File: src/hdl/lrs_pkg.sv
// Shared types and constants for the LRU recency stack.
// Used by lrs_cfg, lrs_ctrl and the top level; depends on nothing.
`timescale 1ns / 1ps
package lrs_pkg;

    localparam int CAP_W       = 5;
    localparam int KEY_FIELD_W = 32;
    localparam int POS_W       = 4;
    localparam int CNT_W       = 5;
    localparam int APB_ADDR_W  = 3;
    localparam int APB_DATA_W  = 32;
    localparam int S_TDATA_W   = 40;
    localparam int M_TDATA_W   = 72;

    localparam logic OP_PUT  = 1'b0;
    localparam logic OP_READ = 1'b1;

    localparam logic REG_CAPACITY = 1'b0;
    localparam logic [CAP_W-1:0] CAPACITY_RESET = 5'd16;

    // Members run from the highest bit down, so hit lands in bit 0.
    typedef struct packed {
        logic [CNT_W-1:0]       held_count;
        logic [KEY_FIELD_W-1:0] entry_key;
        logic                   entry_valid;
        logic [KEY_FIELD_W-1:0] evicted_key;
        logic                   evicted;
        logic                   hit;
    } result_t;

endpackage

File: src/hdl/lrs_ram.sv
// Generic single-write, single-read RAM with registered read data.
// Stands alone; holds the recency keys.
`timescale 1ns / 1ps
module lrs_ram #(
    parameter int WIDTH  = 32,
    parameter int DEPTH  = 16,
    parameter int ADDR_W = (DEPTH > 1) ? $clog2(DEPTH) : 1
) (
    input  logic              aclk,
    input  logic              we,
    input  logic [ADDR_W-1:0] waddr,
    input  logic [WIDTH-1:0]  wdata,
    input  logic [ADDR_W-1:0] raddr,
    output logic [WIDTH-1:0]  rdata
);

    logic [WIDTH-1:0] mem_reg [DEPTH];
    logic [WIDTH-1:0] rdata_reg;

    always_ff @(posedge aclk) begin
        if (we) begin
            mem_reg[waddr] <= wdata;
        end
        rdata_reg <= mem_reg[raddr];
    end

    assign rdata = rdata_reg;

endmodule

File: src/hdl/lrs_cfg.sv
// APB-style register port holding the capacity register.
// Depends on lrs_pkg.
`timescale 1ns / 1ps
module lrs_cfg (
    input  logic                           aclk,
    input  logic                           aresetn,
    input  logic                           psel,
    input  logic                           penable,
    input  logic                           pwrite,
    input  logic [lrs_pkg::APB_ADDR_W-1:0] paddr,
    input  logic [lrs_pkg::APB_DATA_W-1:0] pwdata,
    output logic [lrs_pkg::APB_DATA_W-1:0] prdata,
    output logic                           pready,
    output logic [lrs_pkg::CAP_W-1:0]      capacity
);
    import lrs_pkg::*;

    logic [CAP_W-1:0] capacity_reg;
    logic [CAP_W-1:0] capacity_next;
    logic             sel_capacity;

    assign sel_capacity = (paddr[2] == REG_CAPACITY);

    always_comb begin
        capacity_next = capacity_reg;
        if (psel && penable && pwrite && sel_capacity) begin
            capacity_next = pwdata[CAP_W-1:0];
        end
    end

    always_ff @(posedge aclk) begin
        if (!aresetn) begin
            capacity_reg <= CAPACITY_RESET;
        end else begin
            capacity_reg <= capacity_next;
        end
    end

    assign prdata   = sel_capacity ? APB_DATA_W'(capacity_reg) : '0;
    assign pready   = 1'b1;
    assign capacity = capacity_reg;

endmodule

File: src/hdl/lrs_ctrl.sv
// Sequencer that walks the recency RAM one entry per cycle with a single
// key comparator, shifting entries as it goes. Depends on lrs_pkg.
`timescale 1ns / 1ps
module lrs_ctrl #(
    parameter int DEPTH     = 16,
    parameter int KEY_WIDTH = 32,
    parameter int ADDR_W    = (DEPTH > 1) ? $clog2(DEPTH) : 1
) (
    input  logic                            aclk,
    input  logic                            aresetn,
    input  logic [lrs_pkg::CAP_W-1:0]       capacity,
    input  logic                            in_valid,
    output logic                            in_ready,
    input  logic                            in_op,
    input  logic [lrs_pkg::KEY_FIELD_W-1:0] in_key,
    input  logic [lrs_pkg::POS_W-1:0]       in_pos,
    output logic                            out_valid,
    input  logic                            out_ready,
    output lrs_pkg::result_t                out_result,
    output logic                            mem_we,
    output logic [ADDR_W-1:0]               mem_waddr,
    output logic [KEY_WIDTH-1:0]            mem_wdata,
    output logic [ADDR_W-1:0]               mem_raddr,
    input  logic [KEY_WIDTH-1:0]            mem_rdata
);
    import lrs_pkg::*;

    localparam int CW = $clog2(DEPTH + 1);

    localparam logic [2:0] S_IDLE   = 3'd0;
    localparam logic [2:0] S_PUT    = 3'd1;
    localparam logic [2:0] S_WALK   = 3'd2;
    localparam logic [2:0] S_APPEND = 3'd3;
    localparam logic [2:0] S_RD     = 3'd4;
    localparam logic [2:0] S_DONE   = 3'd5;

    logic [2:0]           state_reg, state_next;
    logic [CW-1:0]        count_reg, count_next;
    logic [ADDR_W-1:0]    idx_reg, idx_next;
    logic [KEY_WIDTH-1:0] key_reg, key_next;
    logic [KEY_WIDTH-1:0] carry_reg, carry_next;
    result_t              res_reg, res_next;
    result_t              out_reg, out_next;
    logic                 out_valid_reg, out_valid_next;
    logic [CW-1:0]        cap_eff;
    logic                 full;
    logic                 last;
    logic                 match;

    always_comb begin
        if (32'(capacity) > DEPTH) begin
            cap_eff = CW'(DEPTH);
        end else begin
            cap_eff = CW'(capacity);
        end
    end

    assign full  = (count_reg >= cap_eff);
    assign last  = (CW'(idx_reg) == (count_reg - CW'(1)));
    assign match = (mem_rdata == key_reg);

    always_comb begin
        state_next     = state_reg;
        count_next     = count_reg;
        idx_next       = idx_reg;
        key_next       = key_reg;
        carry_next     = carry_reg;
        res_next       = res_reg;
        out_next       = out_reg;
        out_valid_next = out_valid_reg;
        mem_we         = 1'b0;
        mem_waddr      = '0;
        mem_wdata      = carry_reg;
        mem_raddr      = '0;

        if (out_valid_reg && out_ready) begin
            out_valid_next = 1'b0;
        end

        unique case (state_reg)
            S_IDLE: begin
                mem_raddr = ADDR_W'(in_pos);
                if (in_valid) begin
                    res_next   = '0;
                    key_next   = KEY_WIDTH'(in_key);
                    carry_next = KEY_WIDTH'(in_key);
                    if (in_op == OP_READ) begin
                        res_next.entry_valid = (32'(in_pos) < 32'(count_reg));
                        state_next = S_RD;
                    end else begin
                        state_next = S_PUT;
                    end
                end
            end
            S_PUT: begin
                if (count_reg == '0) begin
                    if (full) begin
                        res_next.evicted     = 1'b1;
                        res_next.evicted_key = KEY_FIELD_W'(key_reg);
                    end else begin
                        mem_we     = 1'b1;
                        count_next = CW'(1);
                    end
                    state_next = S_DONE;
                end else begin
                    idx_next   = '0;
                    state_next = S_WALK;
                end
            end
            S_WALK: begin
                mem_raddr  = idx_reg + ADDR_W'(1);
                mem_we     = 1'b1;
                mem_waddr  = idx_reg;
                carry_next = mem_rdata;
                if (match) begin
                    res_next.hit = 1'b1;
                    state_next   = S_DONE;
                end else if (last) begin
                    if (full) begin
                        res_next.evicted     = 1'b1;
                        res_next.evicted_key = KEY_FIELD_W'(mem_rdata);
                        state_next           = S_DONE;
                    end else begin
                        state_next = S_APPEND;
                    end
                end else begin
                    idx_next = idx_reg + ADDR_W'(1);
                end
            end
            S_APPEND: begin
                mem_we     = 1'b1;
                mem_waddr  = ADDR_W'(count_reg);
                count_next = count_reg + CW'(1);
                state_next = S_DONE;
            end
            S_RD: begin
                if (res_reg.entry_valid) begin
                    res_next.entry_key = KEY_FIELD_W'(mem_rdata);
                end
                state_next = S_DONE;
            end
            S_DONE: begin
                if (!out_valid_reg || out_ready) begin
                    out_next            = res_reg;
                    out_next.held_count = CNT_W'(count_reg);
                    out_valid_next      = 1'b1;
                    state_next          = S_IDLE;
                end
            end
            default: begin
                state_next = S_IDLE;
            end
        endcase
    end

    always_ff @(posedge aclk) begin
        if (!aresetn) begin
            state_reg     <= S_IDLE;
            count_reg     <= '0;
            out_valid_reg <= 1'b0;
        end else begin
            state_reg     <= state_next;
            count_reg     <= count_next;
            out_valid_reg <= out_valid_next;
        end
    end

    always_ff @(posedge aclk) begin
        idx_reg   <= idx_next;
        key_reg   <= key_next;
        carry_reg <= carry_next;
        res_reg   <= res_next;
        out_reg   <= out_next;
    end

    assign in_ready   = (state_reg == S_IDLE);
    assign out_valid  = out_valid_reg;
    assign out_result = out_reg;

endmodule

File: src/hdl/lru_recency_stack_top.sv
// Top level of the LRU recency stack: register port, sequencer and key RAM.
// Depends on lrs_pkg, lrs_cfg, lrs_ctrl and lrs_ram.
//
//   Channel  Dir  Handshake            Contents
//   s_       in   s_tvalid/s_tready    tuser: operation; tdata: key, position
//   m_       out  m_tvalid/m_tready    tdata: hit, evicted, keys, held_count
//   APB      in   psel/penable/pwrite  capacity register at byte address 0
//
// A read passes through S_RD to S_DONE, where the result register is loaded.
// A put into an empty store goes from S_PUT to S_DONE; otherwise it walks the
// keys from position 0 in S_WALK over the key RAM's single read port, stopping
// on a hit or at the last key, where it drops the least recent key or appends.
// Reset is synchronous and leaves the store empty; the RAM is not cleared.
// A held result does not block acceptance; the next result waits for it.
`timescale 1ns / 1ps
module lru_recency_stack_top #(
    parameter int DEPTH     = 16,
    parameter int KEY_WIDTH = 32
) (
    input  logic                           aclk,
    input  logic                           aresetn,
    input  logic                           psel,
    input  logic                           penable,
    input  logic                           pwrite,
    input  logic [lrs_pkg::APB_ADDR_W-1:0] paddr,
    input  logic [lrs_pkg::APB_DATA_W-1:0] pwdata,
    output logic [lrs_pkg::APB_DATA_W-1:0] prdata,
    output logic                           pready,
    input  logic                           s_tvalid,
    output logic                           s_tready,
    // tdata fields from bit 0: key [31:0], position [35:32], zero padding.
    input  logic [lrs_pkg::S_TDATA_W-1:0]  s_tdata,
    // tuser fields from bit 0: operation.
    input  logic                           s_tuser,
    output logic                           m_tvalid,
    input  logic                           m_tready,
    // tdata fields from bit 0: hit, evicted, evicted_key, entry_valid,
    // entry_key, held_count.
    output logic [lrs_pkg::M_TDATA_W-1:0]  m_tdata
);
    import lrs_pkg::*;

    localparam int ADDR_W = (DEPTH > 1) ? $clog2(DEPTH) : 1;

    logic [CAP_W-1:0]     capacity;
    result_t              result;
    logic                 mem_we;
    logic [ADDR_W-1:0]    mem_waddr;
    logic [KEY_WIDTH-1:0] mem_wdata;
    logic [ADDR_W-1:0]    mem_raddr;
    logic [KEY_WIDTH-1:0] mem_rdata;

    lrs_cfg u_cfg (
        .aclk     (aclk),
        .aresetn  (aresetn),
        .psel     (psel),
        .penable  (penable),
        .pwrite   (pwrite),
        .paddr    (paddr),
        .pwdata   (pwdata),
        .prdata   (prdata),
        .pready   (pready),
        .capacity (capacity)
    );

    lrs_ctrl #(
        .DEPTH     (DEPTH),
        .KEY_WIDTH (KEY_WIDTH),
        .ADDR_W    (ADDR_W)
    ) u_ctrl (
        .aclk       (aclk),
        .aresetn    (aresetn),
        .capacity   (capacity),
        .in_valid   (s_tvalid),
        .in_ready   (s_tready),
        .in_op      (s_tuser),
        .in_key     (s_tdata[KEY_FIELD_W-1:0]),
        .in_pos     (s_tdata[KEY_FIELD_W+POS_W-1:KEY_FIELD_W]),
        .out_valid  (m_tvalid),
        .out_ready  (m_tready),
        .out_result (result),
        .mem_we     (mem_we),
        .mem_waddr  (mem_waddr),
        .mem_wdata  (mem_wdata),
        .mem_raddr  (mem_raddr),
        .mem_rdata  (mem_rdata)
    );

    lrs_ram #(
        .WIDTH  (KEY_WIDTH),
        .DEPTH  (DEPTH),
        .ADDR_W (ADDR_W)
    ) u_ram (
        .aclk  (aclk),
        .we    (mem_we),
        .waddr (mem_waddr),
        .wdata (mem_wdata),
        .raddr (mem_raddr),
        .rdata (mem_rdata)
    );

    assign m_tdata = result;

endmodule
File: config.mk
export PLATFORM = sky130hd
export DESIGN_NAME = lru_recency_stack_top
export DESIGN_NICKNAME = d
export VERILOG_FILES = /design/src/hdl/lrs_pkg.sv /design/src/hdl/lrs_ram.sv /design/src/hdl/lrs_cfg.sv /design/src/hdl/lrs_ctrl.sv /design/src/hdl/lru_recency_stack_top.sv
export SDC_FILE = /design/constraint.sdc
export NUM_CORES = 1
export LEC_CHECK = 0
export ABC_CLOCK_PERIOD_IN_PS = 6200
export BUFFER_PORTS_ARGS = -buffer_cell sky130_fd_sc_hd__buf_4
export CAP_MARGIN = 40
export CORE_ASPECT_RATIO = 1.75
export CORE_MARGIN = 1
export CORE_UTILIZATION = 34
export DETAILED_ROUTE_END_ITERATION = 8
export PLACE_DENSITY_LB_ADDON = 0.25
export RECOVER_POWER = 100
export SYNTH_ARGS = -nofsm -noshare
export SYNTH_HDL_FRONTEND = slang
export SYNTH_HIERARCHICAL = 1
export SYNTH_SLANG_ARGS = --single-unit
export TNS_END_PERCENT = 10
File: constraint.sdc
create_clock -name aclk -period 6.2 [get_ports aclk]
set_input_delay 1.24 -clock aclk [delete_from_list [all_inputs] [get_ports aclk]]
set_output_delay 1.24 -clock aclk [all_outputs]
set_load 0.01 [all_outputs]
=== Word-level counts from Yosys, hierarchy flattened ===
Memories as Yosys holds them, arrays and structs flattened. A register that Yosys moved wholly into a read port is not among the register bits.
Index checks and enable logic that the tools add are counted.

* $add $sub $neg: 3
* Magnitude comparators: 3
* Equality and inequality tests: 20
* Mux-type cells: 41
* Bitwise operators: 1
* Reduce and logical (&&, ||, !) cells: 24

{| class="wikitable"
|+ Operator list
! cell !! number
|-
| $mux W33 || 5
|-
| $pmux W32 S2 || 2
|-
| $pmux W33 S3 || 1
|-
| $mux W67 || 1
|-
| $mux W32 || 2
|-
| $eq A32 B32 Y1 || 1
|-
| $pmux W4 S2 || 3
|-
| $mux W3 || 7
|-
| $mux W5 || 4
|-
| $pmux W3 S5 || 1
|-
| $ne A2 B1 Y1 const B || 7
|-
| $mux W4 || 3
|-
| $reduce_and A3 Y1 || 4
|-
| $ne A2 B2 Y1 const B || 5
|-
| $pmux W5 S2 || 1
|-
| $mux W1 || 9
|-
| $reduce_bool A2 Y1 || 4
|-
| $reduce_and A7 Y1 || 1
|-
| $eq A3 B2 Y1 const B || 2
|-
| $eq A3 B3 Y1 const B || 2
|-
| $reduce_and A2 Y1 || 3
|-
| $add A5 B1 Y5 const B || 1
|-
| $eq A4 B5 Y1 || 1
|-
| $ge A5 B5 Y1 || 1
|-
| 16 further kinds || 21
|}

* Bits in registers: 221
* Memory bits (writable): 512
* Output and inout port bits: 107
* Memories: 1

{| class="wikitable"
|+ Memory list
! memory !! words !! width !! read ports !! clocked after memory_dff !! wr ports !! RTL line !! source
|-
| u_ram.mem_reg || 16 || 32 || 1 || 1 || 1 || lrs_ram.sv:17 || <nowiki>logic [WIDTH-1:0] mem_reg [DEPTH];</nowiki>
|}

=== Depth between registers and ports, before layout ===
Gate-level depths: netlist of the first run.

* Word-level depth: 8
* Depth in mapped cells: 11

=== Modules after synthesis ===
The synthesis of the first run kept the hierarchy.

{| class="wikitable"
|+ By module, submodules not included
! module !! instances !! cells an instance !! area each (um^2) !! seq. area each (um^2)
|-
| lrs_ram || 1 || 838 || 19835.3 || 16015.4
|-
| lrs_ctrl || 1 || 586 || 8529.4 || 6396.1
|-
| lrs_cfg || 1 || 58 || 479.2 || 100.1
|}

=== Worst setup path after synthesis of the first run ===
Ideal clock, no wire load.

* Path type: input to register
* From: input port m_tready
* To: register u_ctrl.out_reg (netlist bit u_ctrl/out_result[0]) (enable)
* Setup time: 511 ps
* Arrival time: 4571 ps
* Required time: 5689 ps
* Setup slack: 1118 ps
* Stages on the path: 2
* Cells stage by stage: nand2b_1 -> nor2b_1

* Longest elaborated chain between the ends: 2

{| class="wikitable"
|+ RTL lines
! item !! RTL line !! source
|-
| from (decl) || lru_recency_stack_top.sv:36 || <nowiki>input logic m_tready,</nowiki>
|-
| $logic_or A1 B1 Y1 || lrs_ctrl.sv:143 || <nowiki>if (!out_valid_reg || out_ready) begin</nowiki>
|-
| $reduce_and A2 Y1 (no source line) || -- ||
|-
| to (signal assigned) || lrs_ctrl.sv:173 || <nowiki>out_reg <= out_next;</nowiki>
|-
| to (decl) || lrs_ctrl.sv:43 || <nowiki>result_t out_reg, out_next;</nowiki>
|}

No other way between the ends.
A chain may end at the register's enable or synchronous reset.

=== Worst setup path in the final report of the first run ===
* From: register u_ctrl.state_reg[1]
* To: memory u_ram.mem_reg[6][13] (enable)

{| class="wikitable"
|+ RTL lines
! item !! RTL line !! source
|-
| from (decl) || lrs_ctrl.sv:37 || <nowiki>logic [2:0] state_reg, state_next;</nowiki>
|-
| from (signal assigned) || lrs_ctrl.sv:162 || <nowiki>state_reg <= state_next;</nowiki>
|-
| $eq A3 B2 Y1 || lrs_ctrl.sv:80 || <nowiki>unique case (state_reg)</nowiki>
|-
| $pmux W4 S2 (*) || lrs_ctrl.sv:80 ||
|-
| net mem_waddr[1] || lru_recency_stack_top.sv:48 || <nowiki>logic [ADDR_W-1:0] mem_waddr;</nowiki>
|-
| to (decl) || lrs_ram.sv:17 ||
|}

The timed path passes the listed nets; every way through them passes the cells marked *.

==> reports/metrics.cfg, run 1 <==
[power]
cellPowerDensity_nw_per_um2 = 399.9
power.leakage_uw = 0.01066
switching_share = 0.2676
pwr-share-comb = 0.158
p_int_uw = 9664
power.switching_uw = 3531
max-vdd-ir-drop_uv = 166.8
p_seq_frac = 0.519
clkPwrFrac = 0.323

[sta]
skew_ns = 0.03000
timing.setup.tns_ns = 0
rsz0062_at_grt = false
setup-violations-final = 0
slew_violations = 269
fmax_mhz = 208.1
max_slew.worst_pin.slew_ns = 3.683
min_period_ns = 4.806
final.period_utilization = 0.7752
slew_headroom = -1.455
finalHoldViolCount = 0

[clock_tree]
clockBufferDepth = 3
clkSlewWorstSetupHoldPaths_ns = 0.07
hold_buffers = 0
cts_made_buffers = 66
cts_tree = yes
cts-resized-gates = 0
htree_levels = 3
clock-root-buffer = clkbuf_16
cts_num_sinks = 765
insertion_delay_ns = 0.63
post_cts.repair.setup_buffers = 0

[route]
avgRoutedWirePerCell_um = 23.83
drt-total-wl_mm = 66.34
num_vias = 13810
drc_errors = 0
drt_iter0_markers = 921
postRouteAntennaNets = 0
via_per_inst = 4.961
drtPass1Iterations = 5

[yosys]
ys.warnings.count = 6
synth_area_per_cell_um2 = 19.46
async_reset_ff_frac = 0
syn-cell-area_um2 = 28840
synth_most_common_cell = edfxtp_1
syn_inst = 1482
synthTopCellsByArea = edfxtp_1, mux4_2, dfxtp_1, nand2_1, a22oi_1
ys.flop_type = edfxtp_1
ys_seq_area_frac = 0.7805
synth_top_area_share = 0.7485
synth_seq_cells = 765
yosys-top-cells-count = edfxtp_1, nand2_1, mux4_2
synth_edf_count = 719
ys_types = 54
synth_top_area_cell = edfxtp_1

[global_routing]
grt_overflow = 0
grt_first_pass_wirelength_mm = 97.46
grt_util_all_layers = 0.1558
first_global_vias = 14460
grt_antenna_before_repair = 2
grt_max_degree = 73

[setup_path]
r2r-end = u_ram/mem_reg[6][13]$_DFFE_PP_
cp-start-kind = register
r2r.worst_path.cells = 7
r2r_setup_slack_ns = 1.39
worstSetupPathDepth = 7
r2r-start = u_ctrl/state_reg[1]$_SDFFE_PN0P_
critPathSlowestCell = nor2_1
arrival_ns = 5.10
cpLargestDelayFamily = simple AND/OR/NAND/NOR gates
startpoint = u_ctrl/state_reg[1]$_SDFFE_PN0P_
critical_path_class = reg2reg
critPathMaxFanout = 45
worstSetupEndpoint = u_ram/mem_reg[6][13]$_DFFE_PP_
cp-end-kind = register
cp_data_required_time_ns = 6.50
critical_path_buf_inv_count = 2
path_cells = nor2b_1 > nand2_1 > inv_1 > a22o_1 > nand2b_1 > nor2_1 > buf_4
max_stage_delay_ns = 1.32

[cells_and_area]
fin_util = 0.3921
drive_gt1_frac = 0.1787
largest_reg_flops = 512
area_growth_pct = 14.40
nNetsFinal = 1753
n_fill_cell = 7644
n_antenna_cell = 0

[run]
max_cap_viol_count = 7

[floorplan]
row_count = 141
core_um2 = 84150
io_pins = 190
start_util = 0.3428
die_x_um = 222.2
die-area_um2 = 86050
die_height_um = 387.3

[run_status]
violations = capacitance limit, slew limit
outcome = finished, violations left

[place]
portBuffers = 128
gp_congestion = 0.8406
dpl.hpwl_mm = 41.51

[hold_path]
hp-start = u_ctrl/res_reg[51]$_DFFE_PP_
hold_path.class = reg2reg

[routing by layer]
| layer | part of all wire | GRT usage |
|---|---|---|
| met2 | 0.55 | 0.2889 |
| met5 | 0.00035 | 0 |
| met4 | 0.026 | 0.05253 |
| met1 | 0.38 | 0.1811 |
| met3 | 0.041 | 0.02382 |
[per-stage QoR]
| stage | cells | instance area, um2 | worst slack (ns) | hold slack (ns) | total power [uW] |
|---|---|---|---|---|---|
| 5_1_grt | 2784 | 33000 | 1.035 | 0.4216 | 13700 |
| 2_1_floorplan | 1508 | 28940 | 1.118 | 0.4003 | 8248 |
| 4_1_cts | 2784 | 33610 | 2.100 | 0.4163 | 13430 |
| 3_3_place_gp | 2653 | 31180 | 2.139 | 0.4010 | 9112 |
| 3_5_place_dp | 2663 | 31410 | 2.108 | 0.4045 | 9160 |
| 6_report | 2784 | 33000 | 1.394 | 0.4176 | 13190 |
[kinds of logic (layout without fill, tap and decap cells)]
kind of cell             count (synthesis)  after routing  synth area share
AO/OA/AOI/OAI                          108            108           0.02833
other                                    2             28         0.0002604
XOR/XNOR                                42             42           0.01323
buffers and inverters                  103            307           0.02026
AND/OR/NAND/NOR                        318            318           0.05101
flip-flops                             765            765            0.7805
multiplexers                           133            133            0.1017
adder cells (fa/ha/maj)                 11             11          0.004772
[worst reg2reg max path, cell delays in order (launching register included)]
cell and delay, ns:
dfxtp_1 0.51, nor2b_1 0.27, nand2_1 0.10, inv_1 1.16, a22o_1 0.46, nand2b_1 0.20
nor2_1 1.32, buf_4 0.46
[placed cells by master, fill, tap and decap left out, types with 3 or more instances in the layout]
| master | n |
|---|---|
| xor2_1 | 3 |
| o21ai_0 | 8 |
| dfxtp_1 | 46 |
| clkinv_1 | 11 |
| mux4_2 | 128 |
| nor2b_4 | 3 |
| ha_1 | 11 |
| nor2b_1 | 5 |
| inv_6 | 4 |
| buf_4 | 36 |
| buf_16 | 3 |
| and2b_2 | 5 |
| nor3_1 | 5 |
| a22oi_1 | 64 |
| clkbuf_8 | 5 |
| nand3_1 | 3 |
| mux2i_1 | 5 |
| nand2_1 | 202 |
| clkbuf_1 | 138 |
| bufinv_16 | 7 |
| nor2_4 | 4 |
| nor4_2 | 3 |
| and2_0 | 16 |
| a21o_1 | 5 |
| a22o_1 | 11 |
| nor2_1 | 22 |
| xnor2_1 | 38 |
| a21oi_1 | 6 |
| nand2b_1 | 7 |
| nand4_1 | 10 |
| and2_1 | 18 |
| inv_1 | 10 |
| conb_1 | 28 |
| buf_12 | 7 |
| clkinv_2 | 8 |
| clkbuf_16 | 68 |
| clkbuf_4 | 3 |
| edfxtp_1 | 719 |
[layout make-up]
cell class              count  area [um2]  area share
multi-input cells         640        5909      0.1791
well taps                1072        1341     0.04065
flip-flops and latches    765       22510      0.6822
inverters                  12       45.04    0.001365
clock inverters            33       375.4     0.01138
repair buffers            174       987.2     0.02992
clock buffers              88        1827     0.05536
[worst min path at each step]
| stage | to | slack [ns] | cells after the start |
|---|---|---|---|
| 2_1_floorplan | u_ctrl/out_result[0]$_DFFE_PP_ | 0.40 | 0 |
| 3_3_place_gp | u_ctrl/out_result[19]$_DFFE_PP_ | 0.40 | 0 |
| 3_5_place_dp | u_ctrl/out_result[25]$_DFFE_PP_ | 0.40 | 0 |
| 4_1_cts | u_ctrl/out_result[3]$_DFFE_PP_ | 0.42 | 0 |
| 5_1_grt | u_ctrl/out_result[43]$_DFFE_PP_ | 0.42 | 0 |
| 6_report | u_ctrl/out_result[51]$_DFFE_PP_ | 0.42 | 0 |
[power groups by stage]
stage | logic, uW | registers [uW] | clock network [uW]
3_5_place_dp | 2210 | 6950 | 0
2_1_floorplan | 1450 | 6800 | 0
5_1_grt | 2240 | 6920 | 4540
4_1_cts | 2210 | 6840 | 4370
6_report | 2080 | 6850 | 4260
3_3_place_gp | 2190 | 6920 | 0
Power figures use the tool's default switching activity.
==> run 2, diff against run 1 <==
--- a/config.mk
+++ b/config.mk
@@ -5,7 +5,7 @@
 export SDC_FILE = /design/constraint.sdc
 export NUM_CORES = 1
 export LEC_CHECK = 0
-export ABC_CLOCK_PERIOD_IN_PS = 6200
+export ABC_CLOCK_PERIOD_IN_PS = 4870
 export BUFFER_PORTS_ARGS = -buffer_cell sky130_fd_sc_hd__buf_4
 export CAP_MARGIN = 40
 export CORE_ASPECT_RATIO = 1.75
==> constraint.sdc (replaced) <==
create_clock -name aclk -period 4.87 [get_ports aclk]
set_input_delay 0.974 -clock aclk [delete_from_list [all_inputs] [get_ports aclk]]
set_output_delay 0.974 -clock aclk [all_outputs]
set_load 0.01 [all_outputs]
==> run 2 against run 1 <==
The flow still finishes with violations (capacitance limit, slew limit). Flip-flop and latch count unchanged. Core utilization down 0.17 points. Critical path depth up 2.
==> reports/metrics.cfg, run 2 (same netlist as run 1, synthesis figures left out) <==
[floorplan]
core_um2 = 84150
die_height_um = 387.3
die-area_um2 = 86050
die_x_um = 222.2
start_util = 0.3428
io_pins = 190
row_count = 141

[run_status]
violations = capacitance limit, slew limit
outcome = finished, violations left

[cells_and_area]
layout_common_cells = edfxtp_1, nand2_1, clkbuf_1
n_antenna_cell = 0
area_growth_pct = 13.90
n_fill_cell = 7581
largest_reg_flops = 512
nNetsFinal = 1744
drive_gt1_frac = 0.1775
layout_commonest_cell = edfxtp_1

[route]
drtPass1Iterations = 5
drt_iter0_markers = 1038
drt-total-wl_mm = 65.66
via_per_inst = 4.979
postRouteAntennaNets = 0
num_vias = 13810
avgRoutedWirePerCell_um = 23.68
drc_errors = 0

[sta]
slew_violations = 235
finalHoldViolCount = 0
max_slew.worst_pin.slew_ns = 3.014
setup-violations-final = 0
timing.setup.tns_ns = 0
slew_headroom = -1.009
rsz0062_at_grt = false
min_period_ns = 4.131
final.period_utilization = 0.8483
setup_ws_ns = 0.7386
fmax_mhz = 242.0
skew_ns = 0.02593

[setup_path]
crit_top_cell = o21ai_0
r2r_setup_slack_ns = 0.74
critPathSlowestCell = clkbuf_2
critical_path_class = reg2reg
critical_path_buf_inv_count = 2
path_cells = inv_1 > ha_1 > nand2b_1 > a31oi_1 > o21ai_0 > o21ai_0 > nand3b_1 > nor2_4 > clkbuf_2
arrival_ns = 4.35
r2r.worst_path.cells = 9
worstSetupEndpoint = u_ram/mem_reg[5][6]$_DFFE_PP_
critPathMaxFanout = 32
worstSetupPathDepth = 9
cp-end-kind = register
cpLargestDelayFamily = buffers and inverters
cp-start-kind = register
r2r-end = u_ram/mem_reg[5][6]$_DFFE_PP_
r2r-start = u_ctrl/count_reg[0]$_SDFFE_PN0P_
startpoint = u_ctrl/count_reg[0]$_SDFFE_PN0P_
cp_data_required_time_ns = 5.09
max_stage_delay_ns = 0.95

[power]
power.leakage_uw = 0.01061
max-vdd-ir-drop_uv = 233.2
total_power_uw = 16670
cellPowerDensity_nw_per_um2 = 507.5

[global_routing]
use_met2 = 0.2905
first_global_vias = 14340
grt_util_all_layers = 0.1542
grt_overflow = 0
grt_first_pass_wirelength_mm = 96.48
grt_most_used_layer = met2
use_met3 = 0.02094
grt_max_degree = 73
grt_antenna_before_repair = 2
grt_use_met1 = 0.1760

[clock_tree]
cts_tree = yes
clockBufferDepth = 3
insertion_delay_ns = 0.62
htree_levels = 3
post_cts.repair.setup_buffers = 0
clkSlewWorstSetupHoldPaths_ns = 0.07
cts-resized-gates = 0
clock-root-buffer = clkbuf_16
cts_num_sinks = 765
cts_made_buffers = 66
hold_buffers = 0

[hold_path]
hold_path.class = reg2reg
hold_depth = 0

[place]
dpl.hpwl_mm = 39.17
gp_congestion = 0.8123
preCtsSetupSlack_ns = 1.041
portBuffers = 128

[run]
max_cap_viol_count = 7

-- run 2: changes by cell type in the layout (fill, tap and decap cells not counted), moves of 2 or more --
cell / before / now
clkbuf_1: 138 / 136
nor2_4: 4 / 7
clkbuf_8: 5 / 3
clkinv_2: 8 / 10
buf_12: 7 / 9
inv_6: 4 / 2
buf_16: 3 / 0
nor2_1: 22 / 19
clkinv_1: 11 / 8
clkbuf_2: 2 / 6
buf_4: 36 / 33
-- run 2: final cells by class --
cell class / instances / area (um2) / area share
Clock buffer: 93 / 1847 / 0.05621
Clock inverter: 26 / 281.5 / 0.008569
Inverter: 12 / 45.04 / 0.001371
Multi-Input combinational cell: 640 / 5923 / 0.1803
Sequential cell: 765 / 22510 / 0.6852
Tap cell: 1072 / 1341 / 0.04083
Timing Repair Buffer: 165 / 904.6 / 0.02753
-- run 2: where the power goes --
group	total [uW]	internal, uW	switching (uW)
sequential	8710	8190	518
combinational	2680	1080	1600
clock	5290	2980	2310
-- run 2: worst reg2reg max path, cell delays in order, from the launching register on --
cell and delay [ns]:
dfxtp_1 0.54, inv_1 0.17, ha_1 0.31, nand2b_1 0.14, a31oi_1 0.17, o21ai_0 0.32, o21ai_0 0.53, nand3b_1 0.38
nor2_4 0.18, clkbuf_2 0.95
-- run 2: worst min path at each step --
| stage | start | to | slack, ns |
|---|---|---|---|
| floorplan | u_ctrl/res_reg[0]$_SDFFCE_PP1P_ | u_ctrl/out_result[0]$_DFFE_PP_ | 0.40 |
| global placement | u_ctrl/res_reg[43]$_DFFE_PP_ | u_ctrl/out_result[43]$_DFFE_PP_ | 0.40 |
| detailed placement | u_ctrl/res_reg[27]$_DFFE_PP_ | u_ctrl/out_result[27]$_DFFE_PP_ | 0.40 |
| CTS | u_ctrl/res_reg[14]$_DFFE_PP_ | u_ctrl/out_result[14]$_DFFE_PP_ | 0.41 |
| global route | u_ctrl/res_reg[14]$_DFFE_PP_ | u_ctrl/out_result[14]$_DFFE_PP_ | 0.42 |
| finish | u_ctrl/res_reg[14]$_DFFE_PP_ | u_ctrl/out_result[14]$_DFFE_PP_ | 0.41 |
-- run 2: stage by stage --
stage / instances / utilization / hold slack [ns] / area, um2
after floorplan: 1508 / - / 0.4003 / 28940
after global placement: 2653 / 0.3716 / 0.4010 / 31270
after detailed placement: 2654 / 0.3716 / 0.4045 / 31280
after CTS: 2773 / 0.3969 / 0.4147 / 33400
after global routing: 2773 / 0.3904 / 0.4175 / 32850
final: 2773 / 0.3904 / 0.4129 / 32850
-- run 2: routing by layer --
layer	up-vias	wire length (um)
li1	6098	-
met1	7218	24250
met2	405	36390
met3	83	3276
met4	4	1718
met5	-	25
==> run 3, diff against run 2 <==
--- a/config.mk
+++ b/config.mk
@@ -5,7 +5,7 @@
 export SDC_FILE = /design/constraint.sdc
 export NUM_CORES = 1
 export LEC_CHECK = 0
-export ABC_CLOCK_PERIOD_IN_PS = 4870
+export ABC_CLOCK_PERIOD_IN_PS = 3900
 export BUFFER_PORTS_ARGS = -buffer_cell sky130_fd_sc_hd__buf_4
 export CAP_MARGIN = 40
 export CORE_ASPECT_RATIO = 1.75
==> constraint.sdc (replaced) <==
create_clock -name aclk -period 3.9 [get_ports aclk]
set_input_delay 0.78 -clock aclk [delete_from_list [all_inputs] [get_ports aclk]]
set_output_delay 0.78 -clock aclk [all_outputs]
set_load 0.01 [all_outputs]
==> run 3 against run 2 <==
The flow still finishes with violations (capacitance limit, slew limit). Highest routed layer unchanged. Setup slack worse by 0.47 ns. Design area is 0.36% higher. Die area stayed put. Count of clock-buffer cells in the layout is 9 lower. Critical endpoint is now u_ctrl/res_reg[11]$_DFFE_PP_. Non-clock buffer count is 16 higher.
==> reports/metrics.cfg, run 3 (same netlist as run 1, synthesis figures left out) <==
[run_status]
outcome = finished, violations left
violations = capacitance limit, slew limit

[global_routing]
use_met3 = 0.01699
grt_most_used_layer = met2
grt_antenna_before_repair = 3
grt_util_all_layers = 0.1541
use_met2 = 0.2871
first_global_vias = 14360
grt_first_pass_wirelength_mm = 97.12
grt_use_met1 = 0.1788
grt_overflow = 0
grt_max_degree = 68

[sta]
fmax_mhz = 275.5
finalHoldViolCount = 0
slew_violations = 179
max_slew.worst_pin.slew_ns = 2.169
rsz0062_at_grt = false
setup-violations-final = 0
min_period_ns = 3.630
skew_ns = 0.01927
final.period_utilization = 0.9307
slew_headroom = -0.4460

[setup_path]
critical_path_class = reg2reg
cp-end-kind = register
critPathSlowestCell = nor4_1
arrival_ns = 3.82
max_stage_delay_ns = 0.87
cp_data_required_time_ns = 4.09
cp-start-kind = register
crit_top_cell = nand2_1
critPathMaxFanout = 33
path_cells = xnor2_1 > nand4_1 > nor4_1 > nand2_1 > nand2_1 > a211oi_4 > clkbuf_2

[cells_and_area]
nNetsFinal = 1755
layout_commonest_cell = edfxtp_1
area_growth_pct = 14.31
seq_area_um2 = 22510
stdcell_count = 2786
drive_gt1_frac = 0.1896
multiInputGateArea_um2 = 5929
n_fill_cell = 7602
fin_util = 0.3918
largest_reg_flops = 512
n_antenna_cell = 0
layout_common_cells = edfxtp_1, nand2_1, clkbuf_1

[floorplan]
die-area_um2 = 86050
row_count = 141
start_util = 0.3428
core_um2 = 84150
die_height_um = 387.3
io_pins = 190
die_x_um = 222.2

[place]
portBuffers = 128
dpl.cell_count = 2670
dpl.hpwl_mm = 41.33
gp_congestion = 0.7910

[power]
power.leakage_uw = 0.01067
max-vdd-ir-drop_uv = 380.9
cellPowerDensity_nw_per_um2 = 631.8

[clock_tree]
cts_num_sinks = 765
clock-root-buffer = clkbuf_16
insertion_delay_ns = 0.64
cts_tree = yes
post_cts.repair.setup_buffers = 0
cts_made_buffers = 61
cts-resized-gates = 0
hold_buffers = 0
htree_levels = 2
clkSlewWorstSetupHoldPaths_ns = 0.07
clockBufferDepth = 3

[run]
max_cap_viol_count = 4

[route]
drt_iter0_markers = 900
drt-total-wl_mm = 66.18
drc_errors = 0
drtPass1Iterations = 5
num_vias = 13890
via_per_inst = 4.986
postRouteAntennaNets = 0
avgRoutedWirePerCell_um = 23.75

[hold_path]
hold_path.class = in2reg

[run 3: per-stage QoR]
stage / setup slack (ns) / setup TNS (ns) / cell area, um2 / hold WS, ns / power, uW
3_5_place_dp: 0.5243 / 0 / 31450 / 0.4045 / 14640
3_3_place_gp: 0.5138 / 0 / 31450 / 0.4005 / 14540
4_1_cts: 0.4884 / 0 / 33580 / 0.2874 / 21210
6_report: 0.2704 / 0 / 32970 / 0.3515 / 20830
5_1_grt: 0.2115 / 0 / 32970 / 0.3288 / 21610
2_1_floorplan: -0.7222 / -115.04 / 28950 / 0.4003 / 13110
[run 3: report_power, final]
part	switching [uW]	internal, uW	total [uW]
clock network	2900	3660	6570
registers	661	10200	10900
logic	2010	1380	3390
[run 3: final cells by class]
cell class | count | area share
flip-flops and latches | 765 | 0.6828
multi-input cells | 640 | 0.1798
clock buffers | 84 | 0.05138
well taps | 1072 | 0.04068
repair buffers | 181 | 0.03085
clock inverters | 32 | 0.01313
inverters | 12 | 0.001366
[run 3: path summary, 6_finish.rpt]
| kind | slack (ns) | to | startpoint | depth (start not counted) |
|---|---|---|---|---|
| min reg2reg | 0.42 | u_ctrl/out_result[45]$_DFFE_PP_ | u_ctrl/res_reg[45]$_DFFE_PP_ | 0 |
| max | 0.27 | u_ctrl/res_reg[11]$_DFFE_PP_ | u_ctrl/key_reg[11]$_DFFE_PP_ | 7 |
| max reg2reg | 0.27 | u_ctrl/res_reg[11]$_DFFE_PP_ | u_ctrl/key_reg[11]$_DFFE_PP_ | 7 |
| min | 0.35 | u_ctrl/key_reg[19]$_DFFE_PP_ | s_tdata[19] | 1 |
[run 3: per-layer routing]
layer / share of wire / wire length [um]
met1: 0.38 / 25050
met2: 0.54 / 36050
met3: 0.039 / 2602
met4: 0.037 / 2460
met5: 0.00020 / 13
[run 3: critical path, delay by kind of cell (launching register included)]
family	cells	cell delay, ns
and+or+nand+nor	4	1.51
AOI/OAI and AO/OA	1	0.07
buffers and inverters	1	0.53
xor gates and xnor gates	1	0.62
DFF	1	0.41
